==> src/rtl/fss_pkg.sv <==
package fss_pkg;

  // Frame and reply geometry.
  localparam int PACKET_BYTES = 5;
  localparam int REPLY_BITS   = 16;
  localparam int OUT_BYTES    = 5;
  localparam int BYTE_W       = 8;
  localparam int CODE_W       = 16;
  localparam int COUNT_W      = 16;
  localparam int BIT_IW       = 3;
  localparam int BYTE_AW      = $clog2(PACKET_BYTES);
  localparam int BYTE_CW      = $clog2(PACKET_BYTES + 1);
  localparam int REPLY_IW     = (REPLY_BITS > 1) ? $clog2(REPLY_BITS) : 1;

  // Configuration port geometry.
  localparam int ADDR_W = 4;
  localparam int DATA_W = 32;

  // Line event codes.
  localparam logic REQ_SELECT = 1'b0;
  localparam logic REQ_CLOCK  = 1'b1;

  // Register indexes.
  typedef enum logic [1:0] {
    REG_BUTTON_CODE         = 2'd0,
    REG_REPLY_ENABLE        = 2'd1,
    REG_GET_BUTTONS_COMMAND = 2'd2
  } reg_idx_t;

  typedef struct packed {
    logic [CODE_W-1:0] button_code;
    logic              reply_enable;
    logic [BYTE_W-1:0] get_buttons_command;
  } cfg_t;

  localparam cfg_t CFG_RESET = '{
    button_code:         '0,
    reply_enable:        1'b1,
    get_buttons_command: 8'h10
  };

endpackage

==> src/rtl/fss_chan_if.sv <==
// Line event channel: one select or clock change per word.
interface fss_event_if;
  logic valid;
  logic ready;
  logic req_type;
  logic line_level;
  logic rx_bit;

  modport source (output valid, req_type, line_level, rx_bit, input ready);
  modport sink (input valid, req_type, line_level, rx_bit, output ready);
endinterface

// Result channel: one word per line event.
interface fss_result_if;
  logic                          valid;
  logic                          ready;
  logic                          drive_valid;
  logic                          drive_level;
  logic                          packet_done;
  logic                          packet_short;
  logic [fss_pkg::BYTE_W-1:0]    packet_byte_0;
  logic [fss_pkg::BYTE_W-1:0]    packet_byte_1;
  logic [fss_pkg::BYTE_W-1:0]    packet_byte_2;
  logic [fss_pkg::BYTE_W-1:0]    packet_byte_3;
  logic [fss_pkg::BYTE_W-1:0]    packet_byte_4;
  logic [fss_pkg::COUNT_W-1:0]   good_total;
  logic [fss_pkg::COUNT_W-1:0]   bad_total;

  modport source (
    output valid, drive_valid, drive_level, packet_done, packet_short,
           packet_byte_0, packet_byte_1, packet_byte_2, packet_byte_3, packet_byte_4,
           good_total, bad_total,
    input  ready
  );
  modport sink (
    input  valid, drive_valid, drive_level, packet_done, packet_short,
           packet_byte_0, packet_byte_1, packet_byte_2, packet_byte_3, packet_byte_4,
           good_total, bad_total,
    output ready
  );
endinterface

==> src/rtl/fss_cfg.sv <==
module fss_cfg (
  input  logic                         clk,
  input  logic                         rst,
  input  logic                         psel,
  input  logic                         penable,
  input  logic                         pwrite,
  input  logic [fss_pkg::ADDR_W-1:0]   paddr,
  input  logic [fss_pkg::DATA_W-1:0]   pwdata,
  output logic [fss_pkg::DATA_W-1:0]   prdata,
  output logic                         pready,
  output fss_pkg::cfg_t                cfg
);

  fss_pkg::cfg_t     cfg_next;
  fss_pkg::reg_idx_t reg_idx;
  logic              wr_en;

  assign pready  = 1'b1;
  assign reg_idx = fss_pkg::reg_idx_t'(paddr[fss_pkg::ADDR_W-1:2]);
  assign wr_en   = psel && penable && pwrite;

  // Register write decode.
  always_comb begin
    cfg_next = cfg;
    if (wr_en) begin
      case (reg_idx)
        fss_pkg::REG_BUTTON_CODE: begin
          cfg_next.button_code = pwdata[fss_pkg::CODE_W-1:0];
        end
        fss_pkg::REG_REPLY_ENABLE: begin
          cfg_next.reply_enable = pwdata[0];
        end
        fss_pkg::REG_GET_BUTTONS_COMMAND: begin
          cfg_next.get_buttons_command = pwdata[fss_pkg::BYTE_W-1:0];
        end
        default: begin
          cfg_next = cfg;
        end
      endcase
    end
  end

  always_ff @(posedge clk) begin
    if (rst) begin
      cfg <= fss_pkg::CFG_RESET;
    end else begin
      cfg <= cfg_next;
    end
  end

  // Register read mux.
  always_comb begin
    case (reg_idx)
      fss_pkg::REG_BUTTON_CODE: begin
        prdata = fss_pkg::DATA_W'(cfg.button_code);
      end
      fss_pkg::REG_REPLY_ENABLE: begin
        prdata = fss_pkg::DATA_W'(cfg.reply_enable);
      end
      fss_pkg::REG_GET_BUTTONS_COMMAND: begin
        prdata = fss_pkg::DATA_W'(cfg.get_buttons_command);
      end
      default: begin
        prdata = '0;
      end
    endcase
  end

endmodule

==> src/rtl/fss_core.sv <==
module fss_core (
  input  logic               clk,
  input  logic               rst,
  input  fss_pkg::cfg_t      cfg,
  fss_event_if.sink          line_event,
  fss_result_if.source       result
);

  // Frame tracking state.
  logic                          frame_open, frame_open_next;
  logic [fss_pkg::BYTE_W-1:0]    shift_byte, shift_byte_next;
  logic [fss_pkg::BIT_IW-1:0]    bit_index, bit_index_next;
  logic [fss_pkg::BYTE_CW-1:0]   byte_index, byte_index_next;
  logic [fss_pkg::BYTE_W-1:0]    capture_bytes [fss_pkg::PACKET_BYTES];
  logic [fss_pkg::BYTE_W-1:0]    capture_bytes_next [fss_pkg::PACKET_BYTES];
  logic [fss_pkg::BYTE_W-1:0]    ready_bytes [fss_pkg::PACKET_BYTES];
  logic [fss_pkg::BYTE_W-1:0]    ready_bytes_next [fss_pkg::PACKET_BYTES];

  // Reply state.
  logic                          replying, replying_next;
  logic [fss_pkg::REPLY_IW-1:0]  reply_index, reply_index_next;
  logic                          reply_line, reply_line_next;

  // Counters.
  logic [fss_pkg::COUNT_W-1:0]   good_count, good_count_next;
  logic [fss_pkg::COUNT_W-1:0]   bad_count, bad_count_next;

  // Output register flags.
  logic                          out_valid, out_valid_next;
  logic                          drive_valid, drive_valid_next;
  logic                          packet_done, packet_done_next;
  logic                          packet_short, packet_short_next;

  logic                          accept;
  logic                          good_close;
  logic [fss_pkg::BYTE_W-1:0]    shifted;
  logic [fss_pkg::BYTE_W-1:0]    out_bytes [fss_pkg::OUT_BYTES];

  // A new word enters whenever the output slot is empty or being emptied.
  assign line_event.ready = !out_valid || result.ready;
  assign accept           = line_event.valid && line_event.ready;

  assign shifted    = {line_event.rx_bit, shift_byte[fss_pkg::BYTE_W-1:1]};
  assign good_close = (byte_index >= fss_pkg::BYTE_CW'(fss_pkg::PACKET_BYTES)) ||
                      ((byte_index == fss_pkg::BYTE_CW'(fss_pkg::PACKET_BYTES - 1)) &&
                       (bit_index != '0));

  // Next state for one line event.
  always_comb begin
    frame_open_next    = frame_open;
    shift_byte_next    = shift_byte;
    bit_index_next     = bit_index;
    byte_index_next    = byte_index;
    capture_bytes_next = capture_bytes;
    ready_bytes_next   = ready_bytes;
    replying_next      = replying;
    reply_index_next   = reply_index;
    reply_line_next    = reply_line;
    good_count_next    = good_count;
    bad_count_next     = bad_count;
    drive_valid_next   = drive_valid;
    packet_done_next   = packet_done;
    packet_short_next  = packet_short;

    if (accept) begin
      drive_valid_next  = 1'b0;
      packet_done_next  = 1'b0;
      packet_short_next = 1'b0;
      if (line_event.req_type == fss_pkg::REQ_SELECT) begin
        if (line_event.line_level) begin
          // Select rises: close and classify an open frame.
          if (frame_open) begin
            frame_open_next = 1'b0;
            replying_next   = 1'b0;
            if (good_close) begin
              ready_bytes_next = capture_bytes;
              good_count_next  = good_count + 1'b1;
              packet_done_next = 1'b1;
            end else if (byte_index != '0) begin
              bad_count_next    = bad_count + 1'b1;
              packet_short_next = 1'b1;
            end
          end
        end else begin
          // Select falls: start a fresh frame.
          frame_open_next = 1'b1;
          bit_index_next  = '0;
          byte_index_next = '0;
          shift_byte_next = '0;
          replying_next   = 1'b0;
          for (int i = 0; i < fss_pkg::PACKET_BYTES; i++) begin
            capture_bytes_next[i] = '0;
          end
        end
      end else if (frame_open) begin
        if (line_event.line_level) begin
          // Clock rises: shift in one bit, LSB first.
          shift_byte_next = shifted;
          bit_index_next  = bit_index + 1'b1;
          if (bit_index == '1) begin
            if (byte_index < fss_pkg::BYTE_CW'(fss_pkg::PACKET_BYTES)) begin
              capture_bytes_next[byte_index[fss_pkg::BYTE_AW-1:0]] = shifted;
              byte_index_next = byte_index + 1'b1;
            end
            if (shifted == cfg.get_buttons_command) begin
              replying_next    = 1'b1;
              reply_index_next = '0;
            end
            shift_byte_next = '0;
          end
        end else if (replying && cfg.reply_enable) begin
          // Clock falls: drive the next reply bit.
          reply_line_next  = cfg.button_code[reply_index];
          drive_valid_next = 1'b1;
          if (reply_index == fss_pkg::REPLY_IW'(fss_pkg::REPLY_BITS - 1)) begin
            reply_index_next = '0;
            replying_next    = 1'b0;
          end else begin
            reply_index_next = reply_index + 1'b1;
          end
        end
      end
    end
  end

  // The output slot fills on accept and empties when taken.
  always_comb begin
    if (accept) begin
      out_valid_next = 1'b1;
    end else if (result.ready) begin
      out_valid_next = 1'b0;
    end else begin
      out_valid_next = out_valid;
    end
  end

  always_ff @(posedge clk) begin
    if (rst) begin
      frame_open   <= 1'b0;
      shift_byte   <= '0;
      bit_index    <= '0;
      byte_index   <= '0;
      replying     <= 1'b0;
      reply_index  <= '0;
      reply_line   <= 1'b0;
      good_count   <= '0;
      bad_count    <= '0;
      out_valid    <= 1'b0;
      drive_valid  <= 1'b0;
      packet_done  <= 1'b0;
      packet_short <= 1'b0;
      for (int i = 0; i < fss_pkg::PACKET_BYTES; i++) begin
        capture_bytes[i] <= '0;
        ready_bytes[i]   <= '0;
      end
    end else begin
      frame_open    <= frame_open_next;
      shift_byte    <= shift_byte_next;
      bit_index     <= bit_index_next;
      byte_index    <= byte_index_next;
      replying      <= replying_next;
      reply_index   <= reply_index_next;
      reply_line    <= reply_line_next;
      good_count    <= good_count_next;
      bad_count     <= bad_count_next;
      out_valid     <= out_valid_next;
      drive_valid   <= drive_valid_next;
      packet_done   <= packet_done_next;
      packet_short  <= packet_short_next;
      capture_bytes <= capture_bytes_next;
      ready_bytes   <= ready_bytes_next;
    end
  end

  // Bytes past the packet length read as zero.
  for (genvar j = 0; j < fss_pkg::OUT_BYTES; j++) begin : g_out_bytes
    if (j < fss_pkg::PACKET_BYTES) begin : g_used
      assign out_bytes[j] = ready_bytes[j];
    end else begin : g_unused
      assign out_bytes[j] = '0;
    end
  end

  // The state registers hold while the word waits, so they feed the result.
  assign result.valid         = out_valid;
  assign result.drive_valid   = drive_valid;
  assign result.drive_level   = reply_line;
  assign result.packet_done   = packet_done;
  assign result.packet_short  = packet_short;
  assign result.packet_byte_0 = out_bytes[0];
  assign result.packet_byte_1 = out_bytes[1];
  assign result.packet_byte_2 = out_bytes[2];
  assign result.packet_byte_3 = out_bytes[3];
  assign result.packet_byte_4 = out_bytes[4];
  assign result.good_total    = good_count;
  assign result.bad_total     = bad_count;

endmodule

==> src/rtl/framed_serial_sniffer_with_reply_top.sv <==
// A result word is valid in the cycle after its line event is accepted.
// Throughput: one line event per cycle while results are taken; the single
// output register frees its slot in the same cycle its word is taken.
// Reset: synchronous, active high; clears the frame, reply and counter state,
// the last packet bytes and the output slot, and loads the register defaults.
module framed_serial_sniffer_with_reply_top (
  input  logic                         clk,
  input  logic                         rst,
  input  logic                         psel,
  input  logic                         penable,
  input  logic                         pwrite,
  input  logic [fss_pkg::ADDR_W-1:0]   paddr,
  input  logic [fss_pkg::DATA_W-1:0]   pwdata,
  output logic [fss_pkg::DATA_W-1:0]   prdata,
  output logic                         pready,
  fss_event_if.sink                    line_event,
  fss_result_if.source                 result
);

  fss_pkg::cfg_t cfg;

  // Configuration registers.
  fss_cfg u_cfg (
    .clk     (clk),
    .rst     (rst),
    .psel    (psel),
    .penable (penable),
    .pwrite  (pwrite),
    .paddr   (paddr),
    .pwdata  (pwdata),
    .prdata  (prdata),
    .pready  (pready),
    .cfg     (cfg)
  );

  // Event processing and result register.
  fss_core u_core (
    .clk        (clk),
    .rst        (rst),
    .cfg        (cfg),
    .line_event (line_event),
    .result     (result)
  );

endmodule

==> src/flat_wrapper.sv <==
// flat-port wrapper written by rule: the top's interface ports become plain ports
module framed_serial_sniffer_with_reply_top_flat 
  (clk, rst, psel, penable, pwrite, paddr, pwdata, prdata, pready, line_event_valid, line_event_req_type, line_event_line_level, line_event_rx_bit, line_event_ready, result_valid, result_drive_valid, result_drive_level, result_packet_done, result_packet_short, result_packet_byte_0, result_packet_byte_1, result_packet_byte_2, result_packet_byte_3, result_packet_byte_4, result_good_total, result_bad_total, result_ready);
  fss_event_if line_event_i ();
  fss_result_if result_i ();
  input  logic clk;
  input  logic rst;
  input  logic psel;
  input  logic penable;
  input  logic pwrite;
  input  logic [fss_pkg::ADDR_W-1:0] paddr;
  input  logic [fss_pkg::DATA_W-1:0] pwdata;
  output logic [fss_pkg::DATA_W-1:0] prdata;
  output logic pready;
  input wire logic [$bits(line_event_i.valid)-1:0] line_event_valid;
  input wire logic [$bits(line_event_i.req_type)-1:0] line_event_req_type;
  input wire logic [$bits(line_event_i.line_level)-1:0] line_event_line_level;
  input wire logic [$bits(line_event_i.rx_bit)-1:0] line_event_rx_bit;
  output wire logic [$bits(line_event_i.ready)-1:0] line_event_ready;
  output wire logic [$bits(result_i.valid)-1:0] result_valid;
  output wire logic [$bits(result_i.drive_valid)-1:0] result_drive_valid;
  output wire logic [$bits(result_i.drive_level)-1:0] result_drive_level;
  output wire logic [$bits(result_i.packet_done)-1:0] result_packet_done;
  output wire logic [$bits(result_i.packet_short)-1:0] result_packet_short;
  output wire logic [$bits(result_i.packet_byte_0)-1:0] result_packet_byte_0;
  output wire logic [$bits(result_i.packet_byte_1)-1:0] result_packet_byte_1;
  output wire logic [$bits(result_i.packet_byte_2)-1:0] result_packet_byte_2;
  output wire logic [$bits(result_i.packet_byte_3)-1:0] result_packet_byte_3;
  output wire logic [$bits(result_i.packet_byte_4)-1:0] result_packet_byte_4;
  output wire logic [$bits(result_i.good_total)-1:0] result_good_total;
  output wire logic [$bits(result_i.bad_total)-1:0] result_bad_total;
  input wire logic [$bits(result_i.ready)-1:0] result_ready;
  assign line_event_i.valid = line_event_valid;
  assign line_event_i.req_type = line_event_req_type;
  assign line_event_i.line_level = line_event_line_level;
  assign line_event_i.rx_bit = line_event_rx_bit;
  assign line_event_ready = line_event_i.ready;
  assign result_valid = result_i.valid;
  assign result_drive_valid = result_i.drive_valid;
  assign result_drive_level = result_i.drive_level;
  assign result_packet_done = result_i.packet_done;
  assign result_packet_short = result_i.packet_short;
  assign result_packet_byte_0 = result_i.packet_byte_0;
  assign result_packet_byte_1 = result_i.packet_byte_1;
  assign result_packet_byte_2 = result_i.packet_byte_2;
  assign result_packet_byte_3 = result_i.packet_byte_3;
  assign result_packet_byte_4 = result_i.packet_byte_4;
  assign result_good_total = result_i.good_total;
  assign result_bad_total = result_i.bad_total;
  assign result_i.ready = result_ready;
  framed_serial_sniffer_with_reply_top u_core (.clk(clk), .rst(rst), .psel(psel), .penable(penable), .pwrite(pwrite), .paddr(paddr), .pwdata(pwdata), .prdata(prdata), .pready(pready), .line_event(line_event_i), .result(result_i));
endmodule
==> config.mk <==
export PLATFORM = sky130hd
export DESIGN_NAME = framed_serial_sniffer_with_reply_top_flat
export DESIGN_NICKNAME = d
export VERILOG_FILES = /design/src/rtl/fss_pkg.sv /design/src/rtl/fss_chan_if.sv /design/src/rtl/fss_cfg.sv /design/src/rtl/fss_core.sv /design/src/rtl/framed_serial_sniffer_with_reply_top.sv /design/src/flat_wrapper.sv
export SDC_FILE = /design/constraint.sdc
export NUM_CORES = 1
export LEC_CHECK = 0
export ABC_AREA = 1
export BUFFER_PORTS_ARGS = -buffer_cell sky130_fd_sc_hd__buf_2
export CAP_MARGIN = 15
export CORE_MARGIN = 3
export CORE_UTILIZATION = 50
export CTS_BUF_LIST = sky130_fd_sc_hd__clkbuf_4
export DETAILED_ROUTE_END_ITERATION = 8
export PLACE_DENSITY = 0.82
export SLEW_MARGIN = 20
export SYNTH_ARGS = -nofsm -noshare
export SYNTH_HDL_FRONTEND = slang
export SYNTH_SLANG_ARGS = --single-unit
==> constraint.sdc <==
create_clock -name clk -period 1.6 [get_ports clk]
set_input_delay 0.16 -clock clk [delete_from_list [all_inputs] [get_ports clk]]
set_output_delay 0.16 -clock clk [all_outputs]
set_load 0.01 [all_outputs]
==> impl_metrics.tcl <==
set metrics [dict create \
    status "finished with violations" \
    failed_checks "negative setup slack" \
    final_cell_mix "201 x nand2_1, 150 x dfxtp_1, 145 x nor2_1, 121 x buf_2, 92 x a21oi_1" \
    synth_fa_ha_area_frac 0.0156 \
    cp-start-kind "register" \
    cts.path.max_buffers 2 \
    seqPwrFrac 0.584 \
    via_per_inst 5.13 \
    end_kind "register" \
    tns_ns -0.0187 \
    synth_edf_count 0 \
    rsz0062_at_grt "true" \
    synth_seq_area_share 0.448 \
    die_w_um 126 \
    syn_area_um2 7200 \
    critical_path_arrival_ns 2.11 \
    drive_above_1_share 0.255 \
    synthCells 1006 \
    die_y_um 126 \
    ant_nets 0 \
    power_density_nw_per_um2 751 \
    synth_mux_area_frac 0 \
    synth.distinct_cells 40 \
    core-area_um2 14000 \
    finalWirelength_mm 18.6 \
    wire_per_inst_um 13.4 \
    areaGrowthSynthToFinish_pct 28.5 \
    finalCritPeriodShare 1.01 \
    critPathMaxStageDelay_ns 0.38 \
    p_sw_mw 1.90 \
    die_area_um2 15900 \
    port_buffers 121 \
    ir_drop_mv 0.596 \
    ctsHtreeMaxLevel 4 \
    async_flop_share 0 \
    power_leakage_nw 3.97 \
    clk_latency_ns 0.57 \
    nets 1244 \
    root_buffer "clkbuf_4" \
    dr.max_layer_used "met4" \
    ys_seq_elements 161 \
    cap_violations 0 \
    route.met3.wl_mm 1.04 \
    criticalPathCategory "register to register" \
    cp_max_fo 8 \
    gr-usage-all-layers 0.222 \
    wl_met2_mm 8.97 \
    numCtsBuffers 17 \
    synth_flop_cell "dfxtp_1" \
    intPower_mw 5.04 \
    boundaryPins 157 \
    dpl.hpwl_mm 12.0 \
    grt_overflow 0 \
    clk_pin_slew_ns 0.14 \
    crit_top_cell "nand2_2" \
    final_common_cell "nand2_1" \
    crit_slowest_cell "dfxtp_4" \
    grt_max_degree 86 \
    grt_pass1_wl_mm 29.3 \
    drc 0 \
    drt_iter0_drc 508 \
    finalHoldViolations 0 \
    p_clk_frac 0.345 \
    combPwrFrac 0.071 \
    grt_pass1_vias 6258 \
    power.share.switching 0.274 \
    finalWorstSetupSlack_ns -0.0187 \
    finalCriticalPeriod_ns 1.62 \
    wirelength_met1_mm 8.08 \
    route.vias.total 7093 \
    drtPass1Iterations 5 \
    avgSynthCellArea_um2 7.16 \
    synth-simple-area-share 0.272 \
    fmax_ghz 0.618 \
    clock_sinks 161 \
    synth_top_family_by_area "simple AND/OR/NAND/NOR gates" \
    worstPathCellList "ha_4, ha_4, nand2_2, nand2_2, nand2_4, buf_12, nor2_8, nor2_4, nand2_2, a21oi_2" \
    slew_viol_final 0 \
    hp-class "primary input to register" \
    finalSetupViolations 1 \
    r2r_setup_slack_ns -0.02 \
    initial_core_util 0.515 \
    synth_xor_area_frac 0.0195 \
    crit_required_ns 2.10 \
    routabilityCongestion 0.890 \
    cts_tree "built" \
    rows 43 \
    synth_warnings 0 \
    synth-compound-area-share 0.155 \
    finalClockSkew_ns 0.0198 \
    antenna_found_initial 0 \
    final_util 0.661 \
    antenna_cells 0 \
]
[per-stage QoR]
| stage | instances | setup WS [ns] | total power, mW | hold slack (ns) | cell area (um2) |
|---|---|---|---|---|---|
| after floorplan | 1021 | 0.0103 | 4.43 | 0.290 | 7260 |
| after global placement | 1322 | -0.0302 | 4.55 | 0.405 | 8340 |
| after detailed placement | 1322 | -0.113 | 4.56 | 0.410 | 8340 |
| after CTS | 1379 | -0.00870 | 6.99 | 0.00452 | 8920 |
| after global routing | 1382 | -0.0800 | 7.27 | 0.0490 | 9250 |
| final | 1382 | -0.0187 | 6.95 | 0.0482 | 9250 |
[cells by family (layout without fill, tap and decap cells)]
family | count (synthesis) | count (layout)
buffers and inverters | 151 | 332
adders and majority gates | 9 | 9
xor gates and xnor gates | 16 | 16
other | 2 | 17
AOI/OAI and AO/OA | 213 | 213
and+or+nand+nor | 454 | 454
DFF | 161 | 161
[layout make-up]
class	count	area, um2
inverter	95	359
sequential	161	3250
clock inverter	15	150
timing repair buffer	205	1480
fill	1210	4740
tap	180	225
clock buffer	17	128
multi-input combinational	709	3660
[path summary, 6_finish.rpt]
check / start / endpoint / depth (start not counted)
setup / recovery: u_core.u_core.bit_index[1] / u_core.u_core.capture_bytes[11] / 10
hold / removal: pwrite / u_core.u_cfg.cfg[8] / 4
setup reg to reg: u_core.u_core.bit_index[1] / u_core.u_core.capture_bytes[11] / 10
hold reg to reg: u_core.u_core.capture_bytes[21] / u_core.u_core.capture_bytes[21] / 2
[repair_timing]
action	4_1_cts	5_1_grt
setup buffers	1	1
setup endpoints to repair	65	119
endpoints found under the hold margin	28	0
gates resized for setup	23	89
hold buffers	24	0
cloned	0	2
pin swaps	6	23
[state kept, by name (all words and copies together) (netlist names), 3 cells and up]
register / count
u_core.u_core.result.packet_byte_1: 8
u_core.u_core.capture_bytes: 40
u_core.u_core.result.good_total: 16
u_core.u_core.byte_index: 3
u_core.u_core.reply_index: 4
u_core.u_core.shift_byte: 7
u_core.u_core.bit_index: 3
u_core.u_core.result.packet_byte_2: 8
u_core.u_cfg.cfg: 25
u_core.u_core.result.packet_byte_3: 8
u_core.u_core.result.packet_byte_4: 8
u_core.u_core.result.packet_byte_0: 8
u_core.u_core.result.bad_total: 16
[critical path: cells and delay by family (launching register included)]
family	cells	cell delay, ns
flops	1	0.38
simple gates	6	0.57
buf+inv	1	0.14
fa+ha+maj	2	0.32
compound gates	1	0.15
[power by group through the flow]
stage	Clock (mW)	Sequential (mW)	Combinational [mW]
2_1_floorplan	0	4.14	0.292
3_3_place_gp	0	4.14	0.410
3_5_place_dp	0	4.14	0.418
4_1_cts	2.47	4.06	0.469
5_1_grt	2.67	4.06	0.546
6_report	2.40	4.05	0.497
[routing by layer]
| metal | vias up | global-route usage |
|---|---|---|
| li1 | 3582 | - |
| met3 | 41 | 0.0479 |
| met5 | - | 0 |
| met4 | 0 | 0.0820 |
| met2 | 235 | 0.371 |
| met1 | 3235 | 0.284 |
[cell usage after synthesis (all sizes together), types with 7 or more instances]
cell,instances,area [um2]
nor3,14,81.3
ha,9,113
a21oi,107,539
o21ai,84,420
nand2,219,832
dfxtp,161,3220
nand4,7,43.8
clkbuf,29,109
nand3,46,230
xor2,12,105
nor2,163,736
buf,27,176
inv,94,353
No activity file was read; power rests on OpenSTA's default activity.
